--- src/frst_pkg.sv ---
// shared types and constants of the frame reassembly slot tracker
package frst_pkg;

  localparam logic [31:0] SMALL_INDEX_CAP  = 32'h0000ffff;
  localparam logic [31:0] LARGE_INDEX_MARK = 32'hffff0000;

  localparam logic [1:0] ST_OK   = 2'd0;
  localparam logic [1:0] ST_ERR  = 2'd1;
  localparam logic [1:0] ST_SKIP = 2'd2;

  localparam logic [2:0] REG_PKT_TYPE  = 3'd0;
  localparam logic [2:0] REG_MAX_VER   = 3'd1;
  localparam logic [2:0] REG_MAX_FRAME = 3'd2;
  localparam logic [2:0] REG_MAX_PKT   = 3'd3;
  localparam logic [2:0] REG_UNK_POS   = 3'd4;

  localparam logic [15:0] RST_PKT_TYPE  = 16'd0;
  localparam logic [15:0] RST_MAX_VER   = 16'd1;
  localparam logic [15:0] RST_MAX_FRAME = 16'd2048;
  localparam logic [15:0] RST_MAX_PKT   = 16'd64;
  localparam logic [15:0] RST_UNK_POS   = 16'hffff;

  typedef struct packed {
    logic [15:0] pkt_type;
    logic [15:0] max_ver;
    logic [15:0] max_frame;
    logic [15:0] max_pkt;
    logic [15:0] unk_pos;
  } cfg_t;

  typedef struct packed {
    logic latch;
    logic check;
    logic scan_clr;
    logic fstep;
    logic resolve;
    logic dstep;
    logic demit;
    logic init;
    logic acc;
    logic final_ok;
  } cmd_t;

  typedef struct packed {
    logic hdr_ok;
    logic pos_ok;
    logic scan_last;
    logic has_match;
    logic has_free;
    logic has_old;
    logic d_found;
    logic acc_reach;
  } sts_t;

  typedef enum logic [3:0] {
    S_IDLE, S_CHECK, S_FSCAN, S_RESOLVE, S_DSCAN, S_DEMIT, S_INIT, S_ACC, S_FINAL
  } state_t;

endpackage

--- src/frst_regs.sv ---
// configuration register file behind the apb port
module frst_regs (
  input  logic           clk,
  input  logic           rst,
  input  logic           psel,
  input  logic           penable,
  input  logic           pwrite,
  input  logic [4:0]     paddr,
  input  logic [31:0]    pwdata,
  output logic [31:0]    prdata,
  output logic           pready,
  output frst_pkg::cfg_t cfg
);
  import frst_pkg::*;

  logic [2:0] idx;
  logic       wr;

  assign idx    = paddr[4:2];
  assign wr     = psel & penable & pwrite;
  assign pready = 1'b1;

  always_ff @(posedge clk) begin
    if (rst) begin
      cfg.pkt_type  <= RST_PKT_TYPE;
      cfg.max_ver   <= RST_MAX_VER;
      cfg.max_frame <= RST_MAX_FRAME;
      cfg.max_pkt   <= RST_MAX_PKT;
      cfg.unk_pos   <= RST_UNK_POS;
    end else if (wr) begin
      unique case (idx)
        REG_PKT_TYPE:  cfg.pkt_type  <= pwdata[15:0];
        REG_MAX_VER:   cfg.max_ver   <= pwdata[15:0];
        REG_MAX_FRAME: cfg.max_frame <= pwdata[15:0];
        REG_MAX_PKT:   cfg.max_pkt   <= pwdata[15:0];
        REG_UNK_POS:   cfg.unk_pos   <= pwdata[15:0];
        default: ;
      endcase
    end
  end

  always_comb begin
    unique case (idx)
      REG_PKT_TYPE:  prdata = {16'd0, cfg.pkt_type};
      REG_MAX_VER:   prdata = {16'd0, cfg.max_ver};
      REG_MAX_FRAME: prdata = {16'd0, cfg.max_frame};
      REG_MAX_PKT:   prdata = {16'd0, cfg.max_pkt};
      REG_UNK_POS:   prdata = {16'd0, cfg.unk_pos};
      default:       prdata = 32'd0;
    endcase
  end
endmodule

--- src/frst_dp.sv ---
// slot table, header check, scan trackers and result register
module frst_dp #(
  parameter int SLOTS = 4
) (
  input  logic           clk,
  input  logic           rst,
  input  frst_pkg::cfg_t cfg,
  input  frst_pkg::cmd_t cmd,
  output frst_pkg::sts_t sts,
  input  logic [15:0]    packet_kind,
  input  logic [15:0]    header_version,
  input  logic [15:0]    position_id,
  input  logic [31:0]    frame_number,
  input  logic [15:0]    frame_total,
  input  logic [15:0]    packet_entities,
  input  logic [15:0]    range_code,
  input  logic [63:0]    time_stamp,
  output logic           result_valid,
  output logic           is_status,
  output logic [1:0]     status,
  output logic [3:0]     slot,
  output logic [31:0]    out_frame_number,
  output logic [15:0]    received_count,
  output logic [15:0]    expected_count,
  output logic           complete,
  output logic [15:0]    out_range_code,
  output logic [63:0]    out_time_stamp,
  output logic [15:0]    write_offset,
  output logic           last
);
  import frst_pkg::*;

  localparam int IW = (SLOTS > 1) ? $clog2(SLOTS) : 1;

  // slot table
  logic [31:0] slot_fn  [SLOTS];
  logic [15:0] slot_exp [SLOTS];
  logic [15:0] slot_rcv [SLOTS];
  logic [15:0] slot_rng [SLOTS];
  logic [63:0] slot_tim [SLOTS];
  logic [31:0] latest;
  logic [15:0] locked;

  // latched header
  logic [15:0] h_kind, h_ver, h_pos, h_total, h_pkt, h_rng;
  logic [31:0] h_fn;
  logic [63:0] h_tim;

  // scan trackers
  logic [IW-1:0] idx, sel, f_match, f_free, f_old, d_pick;
  logic          f_match_ok, f_free_ok, f_old_ok, d_ok;
  logic [31:0]   omin, dmin, fs;
  logic [15:0]   offset;

  // combinational
  logic [IW-1:0] rd_addr, sel_next;
  logic [31:0]   r_fn;
  logic [15:0]   r_exp, r_rcv, r_rng;
  logic [63:0]   r_tim;
  logic          hdr_ok, wrap, pos_ok, i_match, i_free, i_old, i_d;
  logic [15:0]   locked_eff;
  logic [16:0]   sum;
  logic          over, reach;

  logic        e_valid, e_is, e_cmpl, e_last;
  logic [1:0]  e_st;
  logic [3:0]  e_slot;
  logic [31:0] e_fn;
  logic [15:0] e_rcv, e_exp, e_rng, e_off;
  logic [63:0] e_tim;

  always_comb begin
    if (cmd.fstep || cmd.dstep) rd_addr = idx;
    else if (cmd.demit && d_ok) rd_addr = d_pick;
    else                        rd_addr = sel;
  end

  assign r_fn  = slot_fn[rd_addr];
  assign r_exp = slot_exp[rd_addr];
  assign r_rcv = slot_rcv[rd_addr];
  assign r_rng = slot_rng[rd_addr];
  assign r_tim = slot_tim[rd_addr];

  assign hdr_ok = (h_kind == cfg.pkt_type) && (h_ver <= cfg.max_ver) &&
                  (h_pkt <= cfg.max_pkt) && (h_pos != cfg.unk_pos) &&
                  (h_total <= cfg.max_frame) && (h_pkt <= h_total);
  assign wrap       = (h_fn < SMALL_INDEX_CAP) && (latest > LARGE_INDEX_MARK);
  assign locked_eff = wrap ? cfg.unk_pos : locked;
  assign pos_ok     = (locked_eff == cfg.unk_pos) || (locked_eff == h_pos);

  assign i_match = (r_fn == h_fn) && (r_exp != 16'd0);
  assign i_free  = (r_exp == 16'd0);
  assign i_old   = (r_fn < h_fn) && (!f_old_ok || r_fn < omin);
  assign i_d     = (r_exp != 16'd0) && (idx != sel) && (r_fn < fs) &&
                   (!d_ok || r_fn < dmin);

  assign sum   = {1'b0, r_rcv} + {1'b0, h_pkt};
  assign over  = sum > {1'b0, r_exp};
  assign reach = (h_total != 16'd0) && !over && (sum[15:0] == r_exp);

  always_comb begin
    if (f_match_ok)    sel_next = f_match;
    else if (f_free_ok) sel_next = f_free;
    else                sel_next = f_old;
  end

  always_comb begin
    sts.hdr_ok    = hdr_ok;
    sts.pos_ok    = pos_ok;
    sts.scan_last = (idx == IW'(SLOTS - 1));
    sts.has_match = f_match_ok;
    sts.has_free  = f_free_ok;
    sts.has_old   = f_old_ok;
    sts.d_found   = d_ok;
    sts.acc_reach = reach;
  end

  // result of this cycle
  always_comb begin
    e_valid = 1'b0;
    e_is    = 1'b1;
    e_st    = ST_OK;
    e_slot  = 4'd0;
    e_fn    = 32'd0;
    e_rcv   = 16'd0;
    e_exp   = 16'd0;
    e_cmpl  = 1'b0;
    e_rng   = 16'd0;
    e_tim   = 64'd0;
    e_off   = 16'd0;
    e_last  = 1'b1;
    if (cmd.check) begin
      if (!hdr_ok) begin
        e_valid = 1'b1;
        e_st    = ST_ERR;
      end else if (!pos_ok) begin
        e_valid = 1'b1;
        e_st    = ST_SKIP;
      end
    end else if (cmd.resolve) begin
      if (!f_match_ok && !f_free_ok && !f_old_ok) begin
        e_valid = 1'b1;
        e_st    = ST_SKIP;
      end
    end else if (cmd.demit) begin
      e_valid = 1'b1;
      e_is    = 1'b0;
      e_slot  = 4'(rd_addr);
      e_fn    = r_fn;
      e_rcv   = r_rcv;
      e_exp   = r_exp;
      e_cmpl  = (r_rcv == r_exp);
      e_rng   = r_rng;
      e_tim   = r_tim;
      e_last  = 1'b0;
    end else if (cmd.acc) begin
      e_slot = 4'(sel);
      e_fn   = h_fn;
      if (h_total == 16'd0) begin
        e_valid = 1'b1;
        e_st    = ST_SKIP;
      end else if (over) begin
        e_valid = 1'b1;
        e_st    = ST_ERR;
      end else if (!reach) begin
        e_valid = 1'b1;
        e_off   = r_rcv;
      end
    end else if (cmd.final_ok) begin
      e_valid = 1'b1;
      e_slot  = 4'(sel);
      e_fn    = h_fn;
      e_off   = offset;
    end
  end

  always_ff @(posedge clk) begin
    if (rst) begin
      result_valid <= 1'b0;
    end else begin
      result_valid <= e_valid;
    end
    is_status        <= e_is;
    status           <= e_st;
    slot             <= e_slot;
    out_frame_number <= e_fn;
    received_count   <= e_rcv;
    expected_count   <= e_exp;
    complete         <= e_cmpl;
    out_range_code   <= e_rng;
    out_time_stamp   <= e_tim;
    write_offset     <= e_off;
    last             <= e_last;
  end

  // header latch and scan trackers
  always_ff @(posedge clk) begin
    if (cmd.latch) begin
      h_kind  <= packet_kind;
      h_ver   <= header_version;
      h_pos   <= position_id;
      h_fn    <= frame_number;
      h_total <= frame_total;
      h_pkt   <= packet_entities;
      h_rng   <= range_code;
      h_tim   <= time_stamp;
    end
    if (cmd.resolve) begin
      sel <= sel_next;
      fs  <= omin;
    end
    if (cmd.acc) begin
      fs     <= h_fn;
      offset <= r_rcv;
    end
  end

  always_ff @(posedge clk) begin
    if (rst) begin
      idx        <= '0;
      f_match_ok <= 1'b0;
      f_free_ok  <= 1'b0;
      f_old_ok   <= 1'b0;
      d_ok       <= 1'b0;
    end else if (cmd.scan_clr) begin
      idx        <= '0;
      f_match_ok <= 1'b0;
      f_free_ok  <= 1'b0;
      f_old_ok   <= 1'b0;
      d_ok       <= 1'b0;
    end else if (cmd.fstep) begin
      idx <= idx + 1'b1;
      if (i_match && !f_match_ok) begin
        f_match_ok <= 1'b1;
        f_match    <= idx;
      end
      if (i_free) begin
        f_free_ok <= 1'b1;
        f_free    <= idx;
      end
      if (i_old) begin
        f_old_ok <= 1'b1;
        f_old    <= idx;
        omin     <= r_fn;
      end
    end else if (cmd.dstep) begin
      idx <= idx + 1'b1;
      if (i_d) begin
        d_ok   <= 1'b1;
        d_pick <= idx;
        dmin   <= r_fn;
      end
    end
  end

  // slot table and tracking state
  always_ff @(posedge clk) begin
    if (rst) begin
      latest <= 32'd0;
      locked <= RST_UNK_POS;
      for (int i = 0; i < SLOTS; i++) begin
        slot_fn[i]  <= 32'd0;
        slot_exp[i] <= 16'd0;
        slot_rcv[i] <= 16'd0;
        slot_rng[i] <= 16'd0;
        slot_tim[i] <= 64'd0;
      end
    end else begin
      if (cmd.check && hdr_ok) begin
        if (wrap) begin
          for (int i = 0; i < SLOTS; i++) begin
            slot_fn[i]  <= 32'd0;
            slot_exp[i] <= 16'd0;
            slot_rcv[i] <= 16'd0;
            slot_rng[i] <= 16'd0;
            slot_tim[i] <= 64'd0;
          end
        end
        if (locked_eff == cfg.unk_pos) locked <= h_pos;
        else                           locked <= locked_eff;
        if (pos_ok) begin
          if ((wrap ? 32'd0 : latest) < h_fn) latest <= h_fn;
          else if (wrap)                      latest <= 32'd0;
        end else if (wrap) begin
          latest <= 32'd0;
        end
      end
      if (cmd.demit) begin
        slot_fn[rd_addr]  <= 32'd0;
        slot_exp[rd_addr] <= 16'd0;
        slot_rcv[rd_addr] <= 16'd0;
        slot_rng[rd_addr] <= 16'd0;
        slot_tim[rd_addr] <= 64'd0;
      end
      if (cmd.init) begin
        slot_fn[sel]  <= h_fn;
        slot_exp[sel] <= h_total;
        slot_rcv[sel] <= 16'd0;
        slot_rng[sel] <= h_rng;
        slot_tim[sel] <= h_tim;
      end
      if (cmd.acc && h_total != 16'd0 && !over) begin
        slot_rcv[sel] <= sum[15:0];
      end
    end
  end
endmodule

--- src/frst_ctrl.sv ---
// sequencer for header check, slot scans and deliveries
module frst_ctrl (
  input  logic           clk,
  input  logic           rst,
  input  logic           start,
  output logic           busy,
  input  frst_pkg::sts_t sts,
  output frst_pkg::cmd_t cmd
);
  import frst_pkg::*;

  state_t state, state_next;
  logic   ret_init;

  always_ff @(posedge clk) begin
    if (rst) begin
      state    <= S_IDLE;
      ret_init <= 1'b0;
    end else begin
      state <= state_next;
      if (state == S_RESOLVE) ret_init <= 1'b1;
      else if (state == S_ACC) ret_init <= 1'b0;
    end
  end

  always_comb begin
    state_next = state;
    unique case (state)
      S_IDLE:    if (start) state_next = S_CHECK;
      S_CHECK:   state_next = (sts.hdr_ok && sts.pos_ok) ? S_FSCAN : S_IDLE;
      S_FSCAN:   if (sts.scan_last) state_next = S_RESOLVE;
      S_RESOLVE: begin
        priority if (sts.has_match) state_next = S_ACC;
        else if (sts.has_free)      state_next = S_INIT;
        else if (sts.has_old)       state_next = S_DSCAN;
        else                        state_next = S_IDLE;
      end
      S_DSCAN:   if (sts.scan_last) state_next = S_DEMIT;
      S_DEMIT: begin
        if (sts.d_found)   state_next = S_DSCAN;
        else if (ret_init) state_next = S_INIT;
        else               state_next = S_FINAL;
      end
      S_INIT:    state_next = S_ACC;
      S_ACC:     state_next = sts.acc_reach ? S_DSCAN : S_IDLE;
      S_FINAL:   state_next = S_IDLE;
      default:   state_next = S_IDLE;
    endcase
  end

  always_comb begin
    cmd  = '0;
    busy = (state != S_IDLE);
    unique case (state)
      S_IDLE:    cmd.latch = start;
      S_CHECK: begin
        cmd.check    = 1'b1;
        cmd.scan_clr = 1'b1;
      end
      S_FSCAN:   cmd.fstep = 1'b1;
      S_RESOLVE: begin
        cmd.resolve  = 1'b1;
        cmd.scan_clr = 1'b1;
      end
      S_DSCAN:   cmd.dstep = 1'b1;
      S_DEMIT: begin
        cmd.demit    = 1'b1;
        cmd.scan_clr = 1'b1;
      end
      S_INIT:    cmd.init = 1'b1;
      S_ACC: begin
        cmd.acc      = 1'b1;
        cmd.scan_clr = 1'b1;
      end
      S_FINAL:   cmd.final_ok = 1'b1;
      default: ;
    endcase
  end
endmodule

--- src/frame_reassembly_slot_tracker.sv ---
// top level of the frame reassembly slot tracker
// one packet header per transaction: start is taken when busy is low, and
// busy drops in the cycle that carries the last result of that header.
// results come on result_valid for one cycle each and cannot be held off:
// zero or more frame deliveries (is_status 0), then one status result with
// last high. a header that fails the check gives its status through the
// check state and the result register. otherwise the check and the slot
// search come first, each delivered frame adds a search pass through the
// slot table and a delivery state, then setting up the slot, counting
// entities and closing follow as needed, and the result register comes
// last. the slot table is read one entry per cycle by a single search
// unit.
module frame_reassembly_slot_tracker #(
  parameter int SLOTS = 4
) (
  input  logic        clk,
  input  logic        rst,
  // apb configuration port
  input  logic        psel,
  input  logic        penable,
  input  logic        pwrite,
  input  logic [4:0]  paddr,
  input  logic [31:0] pwdata,
  output logic [31:0] prdata,
  output logic        pready,
  // header transaction
  input  logic        start,
  output logic        busy,
  input  logic [15:0] packet_kind,
  input  logic [15:0] header_version,
  input  logic [15:0] position_id,
  input  logic [31:0] frame_number,
  input  logic [15:0] frame_total,
  input  logic [15:0] packet_entities,
  input  logic [15:0] range_code,
  input  logic [63:0] time_stamp,
  // result transactions
  output logic        result_valid,
  output logic        is_status,
  output logic [1:0]  status,
  output logic [3:0]  slot,
  output logic [31:0] out_frame_number,
  output logic [15:0] received_count,
  output logic [15:0] expected_count,
  output logic        complete,
  output logic [15:0] out_range_code,
  output logic [63:0] out_time_stamp,
  output logic [15:0] write_offset,
  output logic        last
);
  import frst_pkg::*;

  cfg_t cfg;
  cmd_t cmd;
  sts_t sts;

  // register file; the user must hold it stable while a header is in work, the block does not enforce it
  frst_regs u_regs (
    .clk, .rst, .psel, .penable, .pwrite, .paddr, .pwdata, .prdata, .pready,
    .cfg
  );

  // sequencer
  frst_ctrl u_ctrl (
    .clk, .rst, .start, .busy, .sts, .cmd
  );

  // slot table and result register
  frst_dp #(.SLOTS(SLOTS)) u_dp (
    .clk, .rst, .cfg, .cmd, .sts,
    .packet_kind, .header_version, .position_id, .frame_number,
    .frame_total, .packet_entities, .range_code, .time_stamp,
    .result_valid, .is_status, .status, .slot, .out_frame_number,
    .received_count, .expected_count, .complete, .out_range_code,
    .out_time_stamp, .write_offset, .last
  );
endmodule

--- config.mk ---
export PLATFORM = sky130hd
export DESIGN_NAME = frame_reassembly_slot_tracker
export DESIGN_NICKNAME = d
export VERILOG_FILES = /design/src/frst_pkg.sv /design/src/frst_regs.sv /design/src/frst_dp.sv /design/src/frst_ctrl.sv /design/src/frame_reassembly_slot_tracker.sv
export SDC_FILE = /design/constraint.sdc
export NUM_CORES = 2
export LEC_CHECK = 0
export BUFFER_PORTS_ARGS = -buffer_cell sky130_fd_sc_hd__clkbuf_2
export CORE_AREA = 2 2 328 330
export CTS_CLUSTER_DIAMETER = 150
export CTS_CLUSTER_SIZE = 8
export DETAILED_ROUTE_END_ITERATION = 7
export DIE_AREA = 0 0 330 332
export GPL_TIMING_DRIVEN = 0
export PLACE_DENSITY = 0.67
export SLEW_MARGIN = 20
export SYNTH_ARGS = -nofsm -noshare
export SYNTH_HDL_FRONTEND = slang
export SYNTH_SLANG_ARGS = --single-unit
--- constraint.sdc ---
create_clock -name clk -period 10.1 [get_ports clk]
set_clock_uncertainty 0.15 [all_clocks]
set_input_delay 1.01 -clock clk [delete_from_list [all_inputs] [get_ports clk]]
set_output_delay 1.01 -clock clk [all_outputs]
set_load 0.005 [all_outputs]
==> metrics <==
Gate Count Post-Synth 4749; Via density 5.62; Area Overhead vs Synth 17.6%; Synth Register Bits 1196; Seq/Total Area, Yosys 62.3%; largest cells by area after synthesis edfxtp_1 51%, dfxtp_1 12%, ha_1 6.0%, nand2_1 5.7%, nor2_1 4.5%; Wirelength per Cell 22.6 um; post-synthesis adder-cell area fraction 6.07%; largest family of logic cells by synthesized area simple AND/OR/NAND/NOR gates; setup repair bufs after CTS 0; reg2reg path depth 27; clock sink count 1196; largest area contributor in the netlist edfxtp_1; Die ar. 110000 um^2; Period minus WS final 9070 ps; post-synthesis simple-gate area fraction 16.8%; yosys warns 0; Core ar. 106000 um^2; total iterations of the first detailed-routing run 8; worst hold path depth 1; Initial Util 49.6%; startpoint of the worst hold path header_version[4]; Pins Over Slew Limit 0; number of library cell types mapped by synthesis 71; most common cell in the netlist edfxtp_1; hold buffers post-CTS 0; pin count of the biggest net entering global routing 60; Setup crit end kind flip-flop; Die Y 332 um; Post-synth EDFFs 890; R2R setup slack 1030 ps; ys async rst share 0%; fin area 62000 um^2; Site Rows 120; Max Freq 110 MHz; worst rel slew slack 15.5%; Skew-Pair Late Insertion Delay 790 ps; CP Launch Type flip-flop; CTS root buffer clkbuf_16; Final ANT Viol Nets 0; Pwr Total 11.3 mW; classification of the worst setup path flip-flop to flip-flop; share of cells above drive strength 1 12.8%; H-tree depth 4; CP arrival 9320 ps; Synth Cell Area 52700 um^2; Layout Utilization 58.4%; period utilisation layout 89.8%; Worst VDD drop 156 uV; R2R Path Start u_ctrl.state[0]; Placer Congestion 0.945; vias in the first global route 37200; grt total ovfl 0; endpoints failing setup 0; # IOs 439; initial antenna violation count 8; die width 330 um; RSZ-0062 raised after global routing false; Worst-Margin Slew 1260 ps; Compound-Gate Fraction of Synth Area 7.43%; wirelength, routed 155000 um; DRT iter0 DRCs 4260; drt drc 16; Crit Path Max Fanout 16; WP data required 10350 ps; Cell Pwr Density 181 nW/um^2; status finished with violations; Via Count 38700; Clock Path Buffers 3; Final Hold Violating Endpoints 0; Tot GR Track Use 27.9%; syn avg cell area 11.1 um^2; cts bufs inserted 167; max-cap viol count 0; share of the synthesized area in the top cell type 50.7%; count of input and output buffers 401; first-pass GRT wire length 228000 um; mux cell area share after synthesis 2.01%; Placed Area 57100 um^2; nets@finish 5845; CTS tree done; Commonest cells post-synth 890 x edfxtp_1, 806 x nand2_1, 636 x nor2_1; Detailed Place HPWL 109000 um; failing checks design-rule violations; worst hold path class input pin to flip-flop; reg2reg end u_dp.slot_rcv[3][2]; ant diodes 0; static leakage 24.3 nW; cts repair resizes 0; Synth Flop Type edfxtp_1; XOR/XNOR Fraction of Synth Area 1.59%; hold endpoint u_dp.h_ver[4]; clk slew on worst S/H paths 60 ps
registers in the layout (all words and copies together), names as in the netlist, 64 cells and up:
signal	flops
u_dp.out_time_stamp	64
u_regs.cfg	80
u_dp.slot_tim	256
u_dp.slot_rcv	64
u_dp.h_tim	64
u_dp.slot_rng	64
u_dp.slot_exp	64
u_dp.slot_fn	128
final cells by class:
cell class | instances | area [um^2]
Fill cell | 8835 | 44300
Multi-Input combinational cell | 3074 | 18000
Sequential cell | 1196 | 32900
Clock buffer | 282 | 4630
Inverter | 224 | 841
Timing Repair Buffer | 420 | 2440
Tap cell | 1403 | 1760
Clock inverter | 14 | 294
Buffer | 272 | 1170
power breakdown:
| part | switching, mW | internal, mW |
|---|---|---|
| sequential | 0.0859 | 5.41 |
| clock | 2.14 | 3.12 |
| combinational | 0.317 | 0.178 |
critical path: stages (launching register included):
cell and delay [ps]:
dfxtp_1 300, buf_2 200, and4bb_2 400, inv_1 210, o21ai_0 250, a31o_2 240
buf_2 320, buf_1 700, mux2i_2 750, ha_1 350, a21o_1 160, a21oi_1 210
o21bai_1 120, a31o_2 260, a21oi_1 270, o211ai_1 220, o41ai_1 330, xor2_1 410
inv_1 90, ha_1 310, nand4_1 120, nor4_1 660, nor2_1 110, o211ai_1 210
nand3_1 220, clkbuf_1 260, nand2b_1 200, a21o_1 640
cells by family (layout without fill, tap and decap cells):
logic type,Yosys count,count (layout)
AO/OA/AOI/OAI,582,582
multiplexers,102,102
buffers and inverters,496,1212
AND/OR/NAND/NOR,2020,2020
flip-flops,1196,1196
adder cells (fa/ha/maj),255,255
XOR/XNOR,96,96
other,2,19
through the flow:
stage                     setup WS, ps  instances  hold WS (ps)  setup TNS, ps
after floorplan                   2710       4766           286              0
after global placement            -690       6570           293         -23320
after detailed placement           954       6589           296              0
after CTS                          913       6885           194              0
after global routing               505       6885           224              0
final                             1030       6885           251              0
cell usage in the layout, fill, tap and decap left out, types with 59 or more instances in the layout:
| master | netlist | routed |
|---|---|---|
| nand4_1 | 66 | 66 |
| a21o_1 | 59 | 59 |
| clkbuf_1 | 207 | 318 |
| a21oi_1 | 132 | 132 |
| inv_1 | 224 | 223 |
| edfxtp_1 | 890 | 890 |
| and3_1 | 132 | 131 |
| nand2_1 | 806 | 806 |
| nor2_1 | 636 | 636 |
| nor2b_1 | 67 | 67 |
| dfxtp_1 | 306 | 306 |
| clkbuf_16 | 0 | 168 |
| mux2i_1 | 81 | 80 |
| o21ai_0 | 100 | 100 |
| a22o_1 | 79 | 79 |
| clkbuf_2 | 0 | 404 |
| nand3_1 | 184 | 184 |
| ha_1 | 254 | 254 |
how the worst max path moves through the flow:
| stage | from | end | slack, ps | cells past startpoint |
|---|---|---|---|---|
| floorplan | u_ctrl.state[0] | u_dp.d_pick[0] | 2710 | 21 |
| global placement | u_ctrl.state[0] | u_dp.dmin[16] | -690 | 20 |
| detailed placement | u_ctrl.state[0] | u_dp.slot_rcv[3][13] | 950 | 27 |
| CTS | u_ctrl.state[0] | u_dp.slot_rcv[3][8] | 910 | 27 |
| global route | u_ctrl.state[0] | u_dp.slot_rcv[3][1] | 500 | 27 |
| finish | u_ctrl.state[0] | u_dp.slot_rcv[3][2] | 1030 | 27 |
routing by layer:
metal,part of all wire [%],vias up,track usage (%)
li1,-,17900,-
met1,41,18700,37.7
met2,47,1821,44.8
met3,8.7,330,5.05
met4,3.6,6,10.6
met5,0.022,-,0
Note: power is estimated with default switching activity, not from simulation.
